===== config.mk =====
export PLATFORM = sky130hd
export DESIGN_NAME = battery_level_gauge_top
export DESIGN_NICKNAME = d
export VERILOG_FILES = /design/src/sv/blg_pkg.sv /design/src/sv/blg_div.sv /design/src/sv/battery_level_gauge_top.sv
export VERILOG_INCLUDE_DIRS = /design/src /design/src/sv
export SDC_FILE = /design/constraint.sdc
export NUM_CORES = 1
export LEC_CHECK = 0
export ABC_CLOCK_PERIOD_IN_PS = 8140
export BUFFER_PORTS_ARGS = -buffer_cell sky130_fd_sc_hd__buf_2
export CAP_MARGIN = 0
export CORE_UTILIZATION = 30
export CTS_CLUSTER_DIAMETER = 60
export DETAILED_ROUTE_END_ITERATION = 6
export SLEW_MARGIN = 20
export SYNTH_ARGS = -nofsm -noshare
export SYNTH_HDL_FRONTEND = slang
export SYNTH_SLANG_ARGS = --single-unit
export TNS_END_PERCENT = 1

===== constraint.sdc =====
create_clock -name clk_i -period 8.14 [get_ports clk_i]
set_input_delay 0.407 -clock clk_i [delete_from_list [all_inputs] [get_ports clk_i]]
set_output_delay 0.407 -clock clk_i [all_outputs]
set_load 0.1 [all_outputs]

===== src/sv/assert_macros.svh =====
// Assertion helpers shared by the gauge RTL.
// Both expect clk_i and rst_ni to exist in the module that uses them.
`ifndef ASSERT_MACROS_SVH
`define ASSERT_MACROS_SVH

// Checked only while the block is out of reset.
`define BLG_ASSERT(lbl, prop, msg) \
  lbl: assert property (@(posedge clk_i) disable iff (!rst_ni) prop) else $error(msg);

// Checked at every clock edge, reset included.
`define BLG_ASSERT_ALWAYS(lbl, prop, msg) \
  lbl: assert property (@(posedge clk_i) prop) else $error(msg);

`endif


===== src/sv/blg_pkg.sv =====
`default_nettype none

package blg_pkg;

  // Field widths.
  localparam int unsigned SAMPLE_W = 12;
  localparam int unsigned SUPPLY_W = 16;
  localparam int unsigned LEVEL_W  = 7;
  localparam int unsigned PHASE_W  = 7;
  localparam int unsigned COUNT_W  = 8;
  localparam int unsigned CFG_W    = 16;
  localparam int unsigned CFG_IDX_W = 3;

  // Serial divider sizes: the dividend register holds the reference constant or
  // the shifted mapping difference, the remainder is as wide as the largest divisor.
  localparam int unsigned DVD_W   = 23;
  localparam int unsigned REM_W   = 12;
  localparam int unsigned STEP_W  = 5;

  // Supply in mV is REF_DIVIDEND / sample (4096 codes times 1200 mV).
  localparam logic [DVD_W-1:0] REF_DIVIDEND = 23'd4915200;
  // Samples at or below this give a quotient above the 16-bit range.
  localparam logic [SAMPLE_W-1:0] SAT_SAMPLE = 12'(REF_DIVIDEND >> 16);
  localparam logic [SUPPLY_W-1:0] SUPPLY_SAT = 16'hFFFF;
  localparam logic [STEP_W-1:0]   SUP_STEPS  = 5'd23;
  localparam logic [STEP_W-1:0]   MAP_STEPS  = 5'd16;

  // Level mapping.
  localparam logic [REM_W-1:0]   MAP_DIV_LOW  = 12'd80;
  localparam logic [REM_W-1:0]   MAP_DIV_KNEE = 12'd6;
  localparam logic [16:0]        KNEE_BASE    = 17'd20;
  localparam logic [LEVEL_W-1:0] LEVEL_MAX    = 7'd99;
  localparam logic [LEVEL_W-1:0] FALL_SPLIT   = 7'd40;
  localparam logic [LEVEL_W-1:0] LEVEL_EMPTY  = 7'd1;

  // Timing.
  localparam logic [COUNT_W-1:0] STARTUP_TICKS    = 8'd200;
  localparam logic [PHASE_W-1:0] TICKS_PER_SECOND = 7'd100;

  // Register reset values.
  localparam logic [CFG_W-1:0]   LOW_MV_RST     = 16'd2800;
  localparam logic [CFG_W-1:0]   KNEE_MV_RST    = 16'd3600;
  localparam logic [CFG_W-1:0]   RISE_IV_RST    = 16'd15000;
  localparam logic [CFG_W-1:0]   FALL_HI_IV_RST = 16'd15000;
  localparam logic [CFG_W-1:0]   FALL_LO_IV_RST = 16'd8000;
  localparam logic [CFG_W-1:0]   FULL_IV_RST    = 16'd7500;
  localparam logic [COUNT_W-1:0] LOCK_TICKS_RST = 8'd200;

  typedef enum logic [CFG_IDX_W-1:0] {
    CFG_LOW_MV     = 3'd0,
    CFG_KNEE_MV    = 3'd1,
    CFG_RISE_IV    = 3'd2,
    CFG_FALL_HI_IV = 3'd3,
    CFG_FALL_LO_IV = 3'd4,
    CFG_FULL_IV    = 3'd5,
    CFG_LOCK_TICKS = 3'd6
  } blg_cfg_e;

  typedef enum logic [2:0] {
    ST_IDLE,
    ST_SUP,
    ST_PREP,
    ST_MAP,
    ST_FINAL
  } blg_state_e;

  typedef struct packed {
    logic [SAMPLE_W-1:0] ref_sample;
    logic                sample_valid;
    logic                charging;
    logic                charge_full;
  } blg_in_t;

  typedef struct packed {
    logic [LEVEL_W-1:0]  shown_level;
    logic [LEVEL_W-1:0]  raw_level;
    logic [SUPPLY_W-1:0] supply_mv;
    logic                low_lock;
  } blg_out_t;

  // Divider control and status.
  typedef struct packed {
    logic                load;
    logic [DVD_W-1:0]    dividend;
    logic [REM_W-1:0]    divisor;
    logic [STEP_W-1:0]   steps;
  } blg_div_ctrl_t;

  typedef struct packed {
    logic                busy;
    logic [SUPPLY_W-1:0] quotient;
  } blg_div_stat_t;

endpackage

`default_nettype wire


===== src/sv/blg_div.sv =====
`default_nettype none

// Restoring divider, one quotient bit per cycle. The dividend is shifted in
// MSB first; only the low 16 quotient bits are kept.
module blg_div (
  input  wire logic                   clk_i,
  input  wire logic                   rst_ni,
  input  wire blg_pkg::blg_div_ctrl_t ctrl_i,
  output blg_pkg::blg_div_stat_t      stat_o
);

  logic [blg_pkg::DVD_W-1:0]    dvd_q;
  logic [blg_pkg::REM_W-1:0]    dsr_q;
  logic [blg_pkg::REM_W-1:0]    rem_q;
  logic [blg_pkg::SUPPLY_W-1:0] quo_q;
  logic [blg_pkg::STEP_W-1:0]   cnt_q;

  logic [blg_pkg::REM_W:0]      trial;
  logic                         fits;
  logic [blg_pkg::REM_W-1:0]    rem_step;

  // One trial subtraction per cycle.
  always_comb begin
    trial    = {rem_q, dvd_q[blg_pkg::DVD_W-1]};
    fits     = trial >= {1'b0, dsr_q};
    rem_step = fits ? blg_pkg::REM_W'(trial - {1'b0, dsr_q})
                    : trial[blg_pkg::REM_W-1:0];
  end

  // Step counter.
  always_ff @(posedge clk_i or negedge rst_ni) begin
    if (!rst_ni) begin
      cnt_q <= '0;
    end else if (ctrl_i.load) begin
      cnt_q <= ctrl_i.steps;
    end else if (cnt_q != '0) begin
      cnt_q <= cnt_q - 5'd1;
    end
  end

  // Datapath shift registers.
  always_ff @(posedge clk_i) begin
    if (ctrl_i.load) begin
      dvd_q <= ctrl_i.dividend;
      dsr_q <= ctrl_i.divisor;
      rem_q <= '0;
      quo_q <= '0;
    end else if (cnt_q != '0) begin
      dvd_q <= {dvd_q[blg_pkg::DVD_W-2:0], 1'b0};
      rem_q <= rem_step;
      quo_q <= {quo_q[blg_pkg::SUPPLY_W-2:0], fits};
    end
  end

  assign stat_o.busy     = cnt_q != '0;
  assign stat_o.quotient = quo_q;

endmodule

`default_nettype wire


===== src/sv/battery_level_gauge_top.sv =====
// Flow: a word with a new in-range sample passes the supply division (ST_SUP),
// others skip it; then ST_PREP, the level division (ST_MAP) unless the supply
// is under the low threshold, and ST_FINAL. One word at a time, taken the cycle
// after the previous result is registered; both divisions use the shared
// one-bit-per-cycle divider, and a stalled result holds the next word back.
// Reset: asynchronous, active low; state registers return to defaults at once.
`default_nettype none

module battery_level_gauge_top (
  input  wire logic                              clk_i,
  input  wire logic                              rst_ni,
  input  wire logic                              cfg_we_i,
  input  wire logic [blg_pkg::CFG_IDX_W-1:0]     cfg_idx_i,
  input  wire logic [blg_pkg::CFG_W-1:0]         cfg_wdata_i,
  input  wire logic                              in_valid_i,
  output logic                                   in_ready_o,
  input  wire blg_pkg::blg_in_t                  in_data_i,
  output logic                                   out_valid_o,
  input  wire logic                              out_ready_i,
  output blg_pkg::blg_out_t                      out_data_o
);

  `include "assert_macros.svh"

  // Configuration registers.
  logic [blg_pkg::CFG_W-1:0]   low_mv_q, knee_mv_q, rise_iv_q;
  logic [blg_pkg::CFG_W-1:0]   fall_hi_iv_q, fall_lo_iv_q, full_iv_q;
  logic [blg_pkg::COUNT_W-1:0] lock_ticks_q;

  // Gauge state.
  blg_pkg::blg_state_e state_q, state_d;
  blg_pkg::blg_in_t    item_q, item_d;
  blg_pkg::blg_out_t   out_q, out_d;
  logic                out_valid_q, out_valid_d;
  logic                steep_q, steep_d;
  logic [blg_pkg::SUPPLY_W-1:0] supply_q, supply_d;
  logic [blg_pkg::PHASE_W-1:0]  phase_q, phase_d;
  logic [blg_pkg::COUNT_W-1:0]  under_cnt_q, under_cnt_d;
  logic                         lock_q, lock_d;
  logic [blg_pkg::LEVEL_W-1:0]  raw_q, raw_d;
  logic [blg_pkg::LEVEL_W-1:0]  shown_q, shown_d;
  logic [blg_pkg::CFG_W-1:0]    creep_q, creep_d;
  logic [blg_pkg::CFG_W-1:0]    track_q, track_d;
  logic [blg_pkg::COUNT_W-1:0]  startup_q, startup_d;

  blg_pkg::blg_div_ctrl_t div_ctrl;
  blg_pkg::blg_div_stat_t div_stat;

  // Tick update terms.
  logic [blg_pkg::PHASE_W-1:0]  phase_inc, phase_nxt;
  logic                         under;
  logic [blg_pkg::COUNT_W-1:0]  under_inc;
  logic                         lock_hit, lock_nxt;
  logic [16:0]                  map_sum;
  logic [blg_pkg::LEVEL_W-1:0]  raw_map;
  logic                         full;
  logic [blg_pkg::CFG_W-1:0]    creep_inc, track_inc, fall_iv;
  logic                         creep_go, creep_hit;
  logic [blg_pkg::LEVEL_W-1:0]  shown_c;
  logic                         rise_go, rise_hit, fall_go, fall_hit;
  logic [blg_pkg::LEVEL_W-1:0]  shown_t, raw_t;
  logic [blg_pkg::SUPPLY_W-1:0] map_diff;

  blg_div u_div (
    .clk_i  (clk_i),
    .rst_ni (rst_ni),
    .ctrl_i (div_ctrl),
    .stat_o (div_stat)
  );

  // Register writes.
  always_ff @(posedge clk_i or negedge rst_ni) begin
    if (!rst_ni) begin
      low_mv_q     <= blg_pkg::LOW_MV_RST;
      knee_mv_q    <= blg_pkg::KNEE_MV_RST;
      rise_iv_q    <= blg_pkg::RISE_IV_RST;
      fall_hi_iv_q <= blg_pkg::FALL_HI_IV_RST;
      fall_lo_iv_q <= blg_pkg::FALL_LO_IV_RST;
      full_iv_q    <= blg_pkg::FULL_IV_RST;
      lock_ticks_q <= blg_pkg::LOCK_TICKS_RST;
    end else if (cfg_we_i) begin
      case (blg_pkg::blg_cfg_e'(cfg_idx_i))
        blg_pkg::CFG_LOW_MV:     low_mv_q     <= cfg_wdata_i;
        blg_pkg::CFG_KNEE_MV:    knee_mv_q    <= cfg_wdata_i;
        blg_pkg::CFG_RISE_IV:    rise_iv_q    <= cfg_wdata_i;
        blg_pkg::CFG_FALL_HI_IV: fall_hi_iv_q <= cfg_wdata_i;
        blg_pkg::CFG_FALL_LO_IV: fall_lo_iv_q <= cfg_wdata_i;
        blg_pkg::CFG_FULL_IV:    full_iv_q    <= cfg_wdata_i;
        blg_pkg::CFG_LOCK_TICKS: lock_ticks_q <= cfg_wdata_i[blg_pkg::COUNT_W-1:0];
        default: ;
      endcase
    end
  end

  // Per-tick arithmetic used when the word is finished.
  always_comb begin
    phase_inc = phase_q + 7'd1;
    phase_nxt = (phase_inc >= blg_pkg::TICKS_PER_SECOND) ? '0 : phase_inc;

    under     = supply_q < low_mv_q;
    under_inc = under_cnt_q + 8'd1;
    lock_hit  = under && (under_inc > lock_ticks_q);
    lock_nxt  = lock_q || lock_hit;

    map_sum = {1'b0, div_stat.quotient} + (steep_q ? blg_pkg::KNEE_BASE : 17'd0);
    raw_map = (map_sum > 17'(blg_pkg::LEVEL_MAX)) ? blg_pkg::LEVEL_MAX
                                                   : map_sum[blg_pkg::LEVEL_W-1:0];

    full      = item_q.charging && item_q.charge_full;
    creep_inc = creep_q + 16'd1;
    track_inc = track_q + 16'd1;

    // Creep toward full, then track the raw level upward.
    creep_go  = full && (shown_q < blg_pkg::LEVEL_MAX);
    creep_hit = creep_go && (creep_inc >= full_iv_q);
    shown_c   = shown_q + {6'd0, creep_hit};
    rise_go   = raw_map > shown_c;
    rise_hit  = rise_go && (track_inc >= rise_iv_q) && (shown_c < blg_pkg::LEVEL_MAX);

    // Track the raw level downward while discharging.
    fall_iv  = (shown_q < blg_pkg::FALL_SPLIT) ? fall_lo_iv_q : fall_hi_iv_q;
    fall_go  = (raw_map < shown_q) && (shown_q > blg_pkg::LEVEL_EMPTY);
    fall_hit = fall_go && (track_inc >= fall_iv);

    // Mapping segment chosen from the fresh supply value.
    map_diff = (supply_q >= knee_mv_q) ? (supply_q - knee_mv_q) : (supply_q - low_mv_q);
  end

  // Sequencer: next state, divider control and state updates.
  always_comb begin
    state_d     = state_q;
    item_d      = item_q;
    out_d       = out_q;
    out_valid_d = out_valid_q;
    steep_d     = steep_q;
    supply_d    = supply_q;
    phase_d     = phase_q;
    under_cnt_d = under_cnt_q;
    lock_d      = lock_q;
    raw_d       = raw_q;
    shown_d     = shown_q;
    creep_d     = creep_q;
    track_d     = track_q;
    startup_d   = startup_q;
    shown_t     = shown_q;
    raw_t       = raw_q;
    div_ctrl    = '0;
    in_ready_o  = state_q == blg_pkg::ST_IDLE;

    if (out_valid_q && out_ready_i) begin
      out_valid_d = 1'b0;
    end

    case (state_q)
      blg_pkg::ST_IDLE: begin
        if (in_valid_i) begin
          item_d = in_data_i;
          if (in_data_i.sample_valid) begin
            if (in_data_i.ref_sample <= blg_pkg::SAT_SAMPLE) begin
              supply_d = blg_pkg::SUPPLY_SAT;
              state_d  = blg_pkg::ST_PREP;
            end else begin
              div_ctrl.load     = 1'b1;
              div_ctrl.dividend = blg_pkg::REF_DIVIDEND;
              div_ctrl.divisor  = in_data_i.ref_sample;
              div_ctrl.steps    = blg_pkg::SUP_STEPS;
              state_d           = blg_pkg::ST_SUP;
            end
          end else begin
            state_d = blg_pkg::ST_PREP;
          end
        end
      end

      blg_pkg::ST_SUP: begin
        if (!div_stat.busy) begin
          supply_d = div_stat.quotient;
          state_d  = blg_pkg::ST_PREP;
        end
      end

      blg_pkg::ST_PREP: begin
        if (under) begin
          state_d = blg_pkg::ST_FINAL;
        end else begin
          steep_d           = supply_q >= knee_mv_q;
          div_ctrl.load     = 1'b1;
          div_ctrl.dividend = {map_diff, 7'd0};
          div_ctrl.divisor  = (supply_q >= knee_mv_q) ? blg_pkg::MAP_DIV_KNEE
                                                      : blg_pkg::MAP_DIV_LOW;
          div_ctrl.steps    = blg_pkg::MAP_STEPS;
          state_d           = blg_pkg::ST_MAP;
        end
      end

      blg_pkg::ST_MAP: begin
        if (!div_stat.busy) begin
          state_d = blg_pkg::ST_FINAL;
        end
      end

      blg_pkg::ST_FINAL: begin
        if (!out_valid_q || out_ready_i) begin
          phase_d = phase_nxt;

          // Undervoltage counting and lock.
          if (under) begin
            under_cnt_d = lock_hit ? '0 : under_inc;
          end else begin
            under_cnt_d = '0;
          end
          lock_d = lock_nxt;

          // Level update.
          if (lock_nxt) begin
            shown_t = '0;
            raw_t   = '0;
          end else if (under) begin
            raw_t = blg_pkg::LEVEL_EMPTY;
            if (phase_nxt == '0) begin
              if (shown_q > blg_pkg::LEVEL_EMPTY) begin
                if (!item_q.charging) begin
                  shown_t = shown_q - 7'd1;
                end
              end else begin
                shown_t = blg_pkg::LEVEL_EMPTY;
              end
            end
          end else begin
            raw_t = raw_map;
            if (item_q.charging) begin
              creep_d = creep_go ? (creep_hit ? '0 : creep_inc) : '0;
              track_d = rise_go ? (rise_hit ? '0 : track_inc) : '0;
              shown_t = shown_c + {6'd0, rise_hit};
            end else begin
              track_d = fall_go ? (fall_hit ? '0 : track_inc) : '0;
              shown_t = shown_q - {6'd0, fall_hit};
            end
          end

          // Start-up snap upward.
          if (startup_q != '0) begin
            startup_d = startup_q - 8'd1;
            if (shown_t < raw_t) begin
              shown_t = raw_t;
            end
          end

          shown_d           = shown_t;
          raw_d             = raw_t;
          out_d.shown_level = shown_t;
          out_d.raw_level   = raw_t;
          out_d.supply_mv   = supply_q;
          out_d.low_lock    = lock_nxt;
          out_valid_d       = 1'b1;
          state_d           = blg_pkg::ST_IDLE;
        end
      end

      default: state_d = blg_pkg::ST_IDLE;
    endcase
  end

  // Control and state registers.
  always_ff @(posedge clk_i or negedge rst_ni) begin
    if (!rst_ni) begin
      state_q     <= blg_pkg::ST_IDLE;
      out_valid_q <= 1'b0;
      supply_q    <= '0;
      phase_q     <= '0;
      under_cnt_q <= '0;
      lock_q      <= 1'b0;
      raw_q       <= '0;
      shown_q     <= '0;
      creep_q     <= '0;
      track_q     <= '0;
      startup_q   <= blg_pkg::STARTUP_TICKS;
    end else begin
      state_q     <= state_d;
      out_valid_q <= out_valid_d;
      supply_q    <= supply_d;
      phase_q     <= phase_d;
      under_cnt_q <= under_cnt_d;
      lock_q      <= lock_d;
      raw_q       <= raw_d;
      shown_q     <= shown_d;
      creep_q     <= creep_d;
      track_q     <= track_d;
      startup_q   <= startup_d;
    end
  end

  // Payload registers.
  always_ff @(posedge clk_i) begin
    item_q  <= item_d;
    out_q   <= out_d;
    steep_q <= steep_d;
  end

  assign out_valid_o = out_valid_q;
  assign out_data_o  = out_q;

  `BLG_ASSERT_ALWAYS(a_level_range, out_valid_q |-> (out_q.shown_level <= blg_pkg::LEVEL_MAX && out_q.raw_level <= blg_pkg::LEVEL_MAX), "Level word out of range.")
  `BLG_ASSERT(a_lock_sticky, lock_q |=> lock_q, "Low-battery lock cleared without reset.")
  `BLG_ASSERT(a_lock_zero, (out_valid_q && out_q.low_lock) |-> (out_q.shown_level == '0 && out_q.raw_level == '0), "Locked word shows a nonzero level.")
  `BLG_ASSERT(a_div_quiet, (state_q == blg_pkg::ST_IDLE || state_q == blg_pkg::ST_FINAL) |-> !div_stat.busy, "Divider still busy outside a division.")
  `BLG_ASSERT(a_accept_leaves, (in_valid_i && in_ready_o) |=> (state_q != blg_pkg::ST_IDLE), "Accepted word did not start.")

endmodule

`default_nettype wire

## Yosys cells after proc, flatten, opt, wreduce, memory -nomap -nowiden

Index checks and enable logic that the tools add are counted.

| storage, ports and cells | value |
|---|---|
| register bits after elaboration | 289 |
| input port bits | 39 |
| output and inout bits | 33 |
| logic and storage cells | 167 |

| cells by class | value |
|---|---|
| $add $sub $neg | 14 |
| order comparisons | 17 |
| eq/ne operators | 16 |
| mux-type cells | 55 |
| bitwise gates (word level) | 2 |
| reductions and logical operators | 34 |

Operators with widths:

| operator | number |
|---|---|
| $mux 16 | 13 |
| $mux 41 | 4 |
| $mux 7 | 17 |
| $pmux 41 s2 | 1 |
| $ge 16x16->1 | 4 |
| $mux 23 | 2 |
| $add 16x1->16 const B | 2 |
| $pmux 16 s2 | 1 |
| $sub 16x16->16 | 2 |
| $reduce_and 2->1 | 10 |
| $mux 3 | 6 |
| $add 16x5->17 | 1 |
| $gt 17x7->1 const B | 1 |
| $lt 16x16->1 | 1 |
| $mux 8 | 2 |
| $mux 5 | 3 |
| $pmux 3 s5 | 1 |
| $add 7x1->7 | 2 |
| $lt 7x7->1 | 2 |
| $lt 7x7->1 const B | 2 |
| $ge 13x12->1 | 1 |
| $eq 3x2->1 const B | 4 |
| $eq 3x3->1 const B | 4 |
| $le 12x7->1 const B | 1 |
| other kinds (30) | 51 |

## Longest topological paths before layout

Gate-level depths: netlist of the first run.

| depth | value |
|---|---|
| depth in word-level cells | 16 |
| depth in mapped cells | 43 |
| mapped depth without buffers | 42 |

## Hierarchy

Synthesis of the first run repeated with hierarchy kept, for this count alone.

| unflattened totals | value |
|---|---|
| cells, all modules | 1776 |
| area, all modules | 17385.4 µm² |

By module, submodules not included:

| module | instances | cells each | area each (µm²) | sequential area each (µm²) |
|---|---|---|---|---|
| battery_level_gauge_top | 1 | 1463 | 14074.7 | 5754.3 |
| blg_div | 1 | 313 | 3310.7 | 1736.7 |

## Worst setup path before layout of the first run

No wires, ideal clock.

| path | value |
|---|---|
| path kind | reg2reg |
| start | reg creep_q[2] (netlist bit) |
| end | reg shown_q[1] (netlist bit) |
| library setup time | 0.125 ns |
| arrival | 7.430 ns |
| required time | 8.015 ns |
| path slack | 0.585 ns |
| stages on the path, launching flop included | 44 |
| path buffers | 1 |
| clock period less this slack | 7.555 ns |
| cells stage by stage | dfrtp_1 > and3_1 > and3_1 > and3_1 > and3_1 > and3_1 > clkbuf_1 > nand3_1 > xnor2_1 > ha_1 > o21a_1 > o21ai_0 > nand2b_1 > a21boi_0 > a31oi_1 > a21oi_1 > ha_1 > ha_1 > [... 8 more ...] > o2111a_1 > ha_1 > ha_1 > nand2_1 > o22ai_1 > a21boi_0 > xnor2_1 > a211o_1 > nand3_2 > inv_1 > ha_1 > nand4_1 > nor2_1 > nor3_1 > nand2_1 > a21oi_4 > mux2_2 > mux2_2 |

| on the way | value |
|---|---|
| word-level cells in the longest chain between the ends | 16 |
| elaborated cells on any way between the ends | 17 |
| classes of those cells | add/sub (3); order compare (4); mux (7); reduce/logical (3) |

Ends and longest elaborated chain:

| item | RTL line | RTL |
|---|---|---|
| from (decl) | battery_level_gauge_top.sv:42 | `logic [blg_pkg::CFG_W-1:0] creep_q, creep_d;` |
| from (signal assigned) | battery_level_gauge_top.sv:287 | `creep_q <= creep_d;` |
| $add 16x1->16 * | battery_level_gauge_top.sv:110 | `creep_inc = creep_q + 16'd1;` |
| $ge 16x16->1 * | battery_level_gauge_top.sv:115 | `creep_hit = creep_go && (creep_inc >= full_iv_q);` |
| $logic_and 1x1->1 * | battery_level_gauge_top.sv:115 |  |
| $add 7x1->7 * | battery_level_gauge_top.sv:116 | `shown_c = shown_q + {6'd0, creep_hit};` |
| $gt 7x7->1 | battery_level_gauge_top.sv:117 | `rise_go = raw_map > shown_c;` |
| $logic_and 1x1->1 (2 in series) | battery_level_gauge_top.sv:118 | `rise_hit = rise_go && (track_inc >= rise_iv_q) && (shown_c < blg_pkg::LEVEL_MAX);` |
| $add 7x1->7 * | battery_level_gauge_top.sv:234 | `shown_t = shown_c + {6'd0, rise_hit};` |
| $mux 7 * | battery_level_gauge_top.sv:231 | `if (item_q.charging) begin` |
| $mux 7 * | battery_level_gauge_top.sv:218 | `end else if (under) begin` |
| $mux 7 * | battery_level_gauge_top.sv:215 | `if (lock_nxt) begin` |
| $mux 7 * | battery_level_gauge_top.sv:203 | `if (!out_valid_q \|\| out_ready_i) begin` |
| $mux 7 * | battery_level_gauge_top.sv:154 | `case (state_q)` |
| $lt 7x7->1 | battery_level_gauge_top.sv:244 | `if (shown_t < raw_t) begin` |
| $mux 7 | battery_level_gauge_top.sv:244 |  |
| $mux 7 * | battery_level_gauge_top.sv:242 | `if (startup_q != '0) begin` |
| to (signal assigned) | battery_level_gauge_top.sv:286 | `shown_q <= shown_d;` |
| to (decl) | battery_level_gauge_top.sv:41 | `logic [blg_pkg::LEVEL_W-1:0] shown_q, shown_d;` |

Every way passes the cells marked *; elsewhere a longest branch is shown, timed or not. The select of a mux whose other input is x is not followed.
A chain may end at the register's enable or synchronous reset.

## Final worst setup path of the first run

| path | value |
|---|---|
| start | reg creep_q[4] (netlist bit) |
| end | reg shown_q[2] (netlist bit) |

The elaborated chain is that of the path after synthesis.

==> impl_metrics.yaml, run 1 <==
cells_and_area:
  fillers: 5656
  drive_above_1_share: 0.172
  area_growth_pct: 15.4
  multi_input_comb_area_um2: 9110
  regArea_um2: 7280
  diodes: 0
  nNetsFinal: 2013
  fin_util: 0.353
grt:
  grt_overflow: 0
  grt_max_degree: 84
  gr-usage-all-layers: 0.151
  grt_pass1_vias: 12800
  antenna_found_initial: 1
  grt_pass1_wl_um: 69200
min_path:
  hp-class: "primary input to flop"
setup_path:
  worstSetupStartpointType: "flop"
  critPathMaxStageDelay_ns: 0.37
  worstPathBufferInverterCount: 3
  cp.required_ns: 8.55
  cp-end-kind: "flop"
  critical_path_class: "flop to flop"
  crit_slowest_cell: "dfrtp_1"
  crit_fanout: 5
  crit_arrival_ns: 8.18
  crit_path_frequent_cell: "and3_4"
  critical_path.top_delay_family: "simple AND/OR/NAND/NOR gates"
pwr:
  power_mw: 6.62
  leakage_nw: 8.67
  powerDensity_nw_per_um2: 337
  peakVddDrop_mv: 0.169
clock_tree:
  clk_latency_ns: 0.53
  cts.sinks: 282
  cts_made_buffers: 34
  clkTransAtPathRegs_ns: 0.06
  clock_path_buffers: 3
  cts_tree: "yes"
  cts_max_level: 2
  cts_root_buf: "clkbuf_16"
yosys:
  yosys_register_bits: 282
  syn_area_per_cell_um2: 9.67
  synth_edf_count: 62
  synthArstFlopShare: 0.681
  ys.flop_type: "dfrtp_1"
  synthMuxAreaShare: 0.0662
  syn_area_um2: 17000
  synth_compound_area_frac: 0.153
  yosysWarnings: 0
  yosysUniqueCellTypes: 80
  synth-xor-area-share: 0.0500
  synthSimpleGateAreaFrac: 0.152
  syn-num-nets: 1937
  yosys.area_share.adder: 0.105
  synth_top_family_by_area: "compound AO/OA/AOI/OAI gates"
  synthCells: 1757
  ys_seq_area_frac: 0.429
floorplanning:
  num_rows: 86
  die_area_um2: 57600
  die_h_um: 240
  initial_core_util: 0.306
  io_pins: 72
  die_x_um: 240
  core_area_um2: 55500
outcome:
  outcome: "finished, final reports clean"
routing:
  drc_errors: 0
  postRouteAntennaNets: 0
  vias_per_cell: 5.07
  drt_wl_total_um: 43300
  drt_iter0_drc: 799
  drt-wirelength-per-cell_um: 16.6
  dr.pass1.iters: 5
  num_vias: 13200
job:
  maxCapViolCount: 0
sta:
  setup_viol: 0
  layout_min_cycle_time_ns: 7.77
  min_period_over_period: 0.955
  tightest_slew_ns: 0.979
  timing.fmax_mhz: 129
  finalClockSkew_ns: 0.0182
  hold_viol_final: 0
  slew_headroom: 0.344
  drv_slew: 0
placement:
  gp_congestion: 0.891
  placement.io_buffers: 71
  dp_hpwl_um: 31700
-- final cells by class --
type | count | share of cell area
multi-input cells | 1274 | 0.465
repair buffers | 107 | 0.0327
flip-flops and latches | 282 | 0.371
clock buffers | 51 | 0.0519
well taps | 748 | 0.0477
inverters | 134 | 0.0257
clock inverters | 10 | 0.00581
-- synthesized netlist by cell type (5+ instances only) --
| master | instances | area, um^2 |
|---|---|---|
| nand2_1 | 183 | 687 |
| a31oi_1 | 10 | 62.6 |
| xor2_1 | 37 | 324 |
| edfxtp_1 | 62 | 1860 |
| nand4_1 | 10 | 62.6 |
| a21boi_0 | 6 | 45.0 |
| ha_1 | 138 | 1730 |
| a21oi_1 | 92 | 460 |
| nor4_1 | 7 | 43.8 |
| nand2b_1 | 37 | 231 |
| or4_1 | 5 | 37.5 |
| nor2b_1 | 18 | 113 |
| o211ai_1 | 9 | 67.6 |
| nor3b_1 | 8 | 60.1 |
| o31ai_1 | 8 | 60.1 |
| a211oi_1 | 19 | 143 |
| clkbuf_1 | 53 | 199 |
| mux2_2 | 71 | 800 |
| and2_1 | 12 | 75.1 |
| o21ai_0 | 144 | 721 |
| xnor2_1 | 60 | 526 |
| nand3_1 | 61 | 305 |
| o31a_1 | 6 | 52.6 |
| and3_1 | 30 | 188 |
| inv_1 | 131 | 492 |
| o21a_1 | 11 | 82.6 |
| buf_2 | 11 | 55.1 |
| o22a_1 | 16 | 140 |
| dfrtp_1 | 149 | 3730 |
| dfxtp_1 | 28 | 561 |
| or3_1 | 8 | 50.1 |
| mux2i_1 | 31 | 310 |
| o311ai_0 | 5 | 43.8 |
| a22o_1 | 7 | 61.3 |
| nor2_1 | 89 | 334 |
| a21o_1 | 20 | 150 |
| dfstp_2 | 43 | 1130 |
| nor3_1 | 36 | 180 |
-- timing repair --
action	in CTS	in global routing
setup endpoints to repair	8	14
pin swaps	0	6
hold endpoints to repair	65	0
resized for setup	4	31
buffers inserted	1	7
hold buffers	1	0
-- kinds of logic (layout without fill, tap and decap cells) --
kind of cell | count (synthesis) | count (layout)
adders and majority gates | 141 | 141
and+or+nand+nor | 528 | 528
xor gates and xnor gates | 97 | 97
buffers and inverters | 201 | 302
AOI/OAI and AO/OA | 405 | 405
muxes | 103 | 103
DFF | 282 | 282
-- cells in the final DEF, fill, tap and decap left out, types with 34 or more instances in the layout --
cell type,synthesis,routed
nand2_1,183,183
dfrtp_1,149,148
o21ai_0,144,142
ha_1,138,134
inv_1,131,130
a21oi_1,92,91
nor2_1,89,87
buf_2,11,70
mux2_2,71,68
edfxtp_1,62,62
nand3_1,61,60
xnor2_1,60,59
dfstp_2,43,43
nand2b_1,37,37
clkbuf_16,0,37
xor2_1,37,36
buf_4,0,34
-- report_power, final --
group | internal [mW] | switching [mW] | total [mW] | leakage (nW)
Combinational | 1.13 | 1.77 | 2.90 | 4.93
Sequential | 1.87 | 0.301 | 2.18 | 3.18
Clock | 0.933 | 0.609 | 1.54 | 0.554
Total | 3.94 | 2.68 | 6.62 | 8.67
-- metrics by stage --
step | hold slack [ns] | setup TNS [ns] | area (um^2) | instances | worst slack, ns
after CTS | 0.0384 | 0 | 19400 | 2599 | 0.0217
after global placement | 0.453 | 0 | 18300 | 2536 | 0.0564
after global routing | 0.0466 | -0.121 | 19600 | 2606 | -0.0359
after detailed placement | 0.458 | -0.439 | 18300 | 2536 | -0.117
final | 0.0648 | 0 | 19600 | 2606 | 0.370
after floorplan | 0.111 | 0 | 17000 | 1757 | 0.585
-- state kept, by name, summed over array words and instances, names as in the netlist, 5 cells and up --
name and cells:
u_div.dsr_q 12, u_div.dvd_q 16, under_cnt_q 8, lock_ticks_q 8, out_data_o 31, u_div.cnt_q 5
shown_q 7, rise_iv_q 16, u_div.quo_q 16, u_div.rem_q 12, track_q 16, startup_q 8
fall_lo_iv_q 16, fall_hi_iv_q 16, supply_q 16, full_iv_q 16, creep_q 16, phase_q 7
knee_mv_q 16, low_mv_q 16
-- per-layer routing --
| metal | vias up | GRT usage | routed length (um) |
|---|---|---|---|
| met5 | - | 0 | 0 |
| met4 | 0 | 0.0403 | 855 |
| met3 | 57 | 0.0250 | 2400 |
| met2 | 294 | 0.234 | 19100 |
| met1 | 6442 | 0.216 | 21000 |
| li1 | 6414 | - | - |
-- final timing paths --
check | depth (start not counted) | from | slack [ns] | endpoint
min | 1 | in_data_i[0] | 0.06 | item_q[0]
max | 43 | creep_q[4] | 0.37 | shown_q[2]
min in group asynchronous | 2 | rst_ni | 0.49 | creep_q[1]
max reg2reg | 43 | creep_q[4] | 0.37 | shown_q[2]
max in group asynchronous | 4 | rst_ni | 5.72 | state_q[2]
min reg2reg | 1 | startup_q[5] | 0.47 | startup_q[5]
No activity file was read; power rests on OpenSTA's default activity.
==> run 2, diff against run 1 <==
--- a/config.mk
+++ b/config.mk
@@ -6,12 +6,12 @@
 export SDC_FILE = /design/constraint.sdc
 export NUM_CORES = 1
 export LEC_CHECK = 0
-export ABC_CLOCK_PERIOD_IN_PS = 8140
 export BUFFER_PORTS_ARGS = -buffer_cell sky130_fd_sc_hd__buf_2
 export CAP_MARGIN = 0
-export CORE_UTILIZATION = 30
+export CORE_UTILIZATION = 57
 export CTS_CLUSTER_DIAMETER = 60
 export DETAILED_ROUTE_END_ITERATION = 6
+export PLACE_DENSITY = 0.78
 export SLEW_MARGIN = 20
 export SYNTH_ARGS = -nofsm -noshare
 export SYNTH_HDL_FRONTEND = slang
==> run 2 against run 1 <==
Register-to-register slack worse by 0.13 ns. Hold slack lost 0.058 ns. Total power about the same. Setup slack got worse by 0.13 ns. Clock skew hardly changed. Combinational power about the same. Sequential power about the same. Sequential share of layout area rose by 0.26 points. Highest routed layer unchanged.
==> impl_metrics.yaml, run 2 (same netlist as run 1, synthesis figures left out) <==
sta:
  timing.fmax_mhz: 127
  fin_ws_ns: 0.243
  slew_headroom: 0.0853
  min_period_over_period: 0.970
  hold_viol_final: 0
  whs_ns: 0.00712
  finalClockSkew_ns: 0.0177
  tightest_slew_ns: 1.35
  tns_ns: 0
  setup_viol: 0
  layout_min_cycle_time_ns: 7.90
  drv_slew: 0
clock_tree:
  cts.sinks: 282
  cts_tree: "yes"
  hold_buffers: 0
  cts_max_level: 2
  cts_made_buffers: 34
  clk_latency_ns: 0.52
  cts_root_buf: "clkbuf_16"
  clkTransAtPathRegs_ns: 0.06
  clock_path_buffers: 3
setup_path:
  critPathMaxStageDelay_ns: 0.41
  worstPathBufferInverterCount: 2
  cp-end-kind: "flop"
  critPathLaunch: "creep_q[3]"
  critical_path_class: "flop to flop"
  cp.required_ns: 8.54
  crit_fanout: 5
  worstSetupStartpointType: "flop"
  rr_startpoint: "creep_q[3]"
  critical_path.top_delay_family: "compound AO/OA/AOI/OAI gates"
  crit_arrival_ns: 8.29
  crit_slowest_cell: "dfrtp_1"
  crit_path_frequent_cell: "and3_4"
floorplanning:
  num_rows: 62
  die_h_um: 175
  initial_core_util: 0.586
  core_area_um2: 29000
  io_pins: 72
  die_area_um2: 30500
  die_x_um: 175
placement:
  placement.io_buffers: 71
  place_ws_ns: -0.270
  dp_hpwl_um: 29700
  gp_congestion: 0.907
pwr:
  peakVddDrop_mv: 0.231
  power_mw: 6.61
  leakage_nw: 8.79
  powerDensity_nw_per_um2: 340
routing:
  met2_length_um: 20300
  vias_per_cell: 6.00
  wl_met3_um: 2160
  dr.pass1.iters: 6
  num_vias: 13600
  drt_wl_total_um: 42900
  postRouteAntennaNets: 0
  wl_met1_um: 19000
  drt_iter0_drc: 1062
  drt-wirelength-per-cell_um: 18.9
  drc_errors: 0
  routed.top_layer: "met4"
cells_and_area:
  drive_above_1_share: 0.189
  mostFrequentLayoutCells: "183 x nand2_1, 149 x dfrtp_1, 142 x o21ai_0"
  final_common_cell: "nand2_1"
  area_growth_pct: 14.6
  largest_register_ffs: 31
  nNetsFinal: 2036
grt:
  antenna_found_initial: 0
  grt_max_degree: 121
  grt_pass1_vias: 13100
  grt_overflow: 0
  grt_pass1_wl_um: 68100
  gr-usage-all-layers: 0.278
min_path:
  hp-class: "primary input to async pin"
job:
  maxCapViolCount: 0
outcome:
  outcome: "finished, final reports clean"
-- run 2: worst paths after layout --
kind | end | slack (ns) | cells after the start
min in group clk_i | item_q[0] | 0.09 | 1
max reg2reg | shown_q[0] | 0.24 | 40
max | shown_q[0] | 0.24 | 40
min reg2reg | u_div.rem_q[1] | 0.48 | 2
max in group asynchronous | supply_q[15] | 6.52 | 2
min | creep_q[13] | 0.007 | 1
-- run 2: per-layer routing --
metal,global-route usage,vias up
met5,0,-
met1,0.378,6616
li1,-,6447
met2,0.459,415
met3,0.0352,115
met4,0.0938,0
-- run 2: final cells by class --
cell class / count / area (um^2)
clock inverters: 16 / 199
diodes: 1 / 2.50
repair buffers: 130 / 807
clock buffers: 46 / 937
fillers: 2229 / 9550
well taps: 384 / 480
flip-flops and latches: 282 / 7280
multi-input cells: 1274 / 9260
inverters: 134 / 503
-- run 2: timing repair --
| action | in CTS | in global routing |
|---|---|---|
| pin swaps | 0 | 21 |
| gates resized for setup | 6 | 50 |
| hold endpoints to repair | 0 | 0 |
| endpoints found under the setup margin | 11 | 14 |
| buffers inserted | 21 | 13 |
-- run 2: metrics by stage --
| stage | instances | utilization | instance area [um^2] |
|---|---|---|---|
| after floorplan | 1757 | - | 17000 |
| after global placement | 2170 | 0.613 | 17800 |
| after detailed placement | 2170 | 0.613 | 17800 |
| after CTS | 2253 | 0.658 | 19100 |
| after global routing | 2266 | 0.671 | 19500 |
| final | 2267 | 0.671 | 19500 |
-- run 2: power by group --
part           total [mW]  internal [mW]  switching (mW)
Combinational        2.89           1.13            1.76
Clock                1.55          0.921           0.627
Sequential           2.17           1.88           0.298
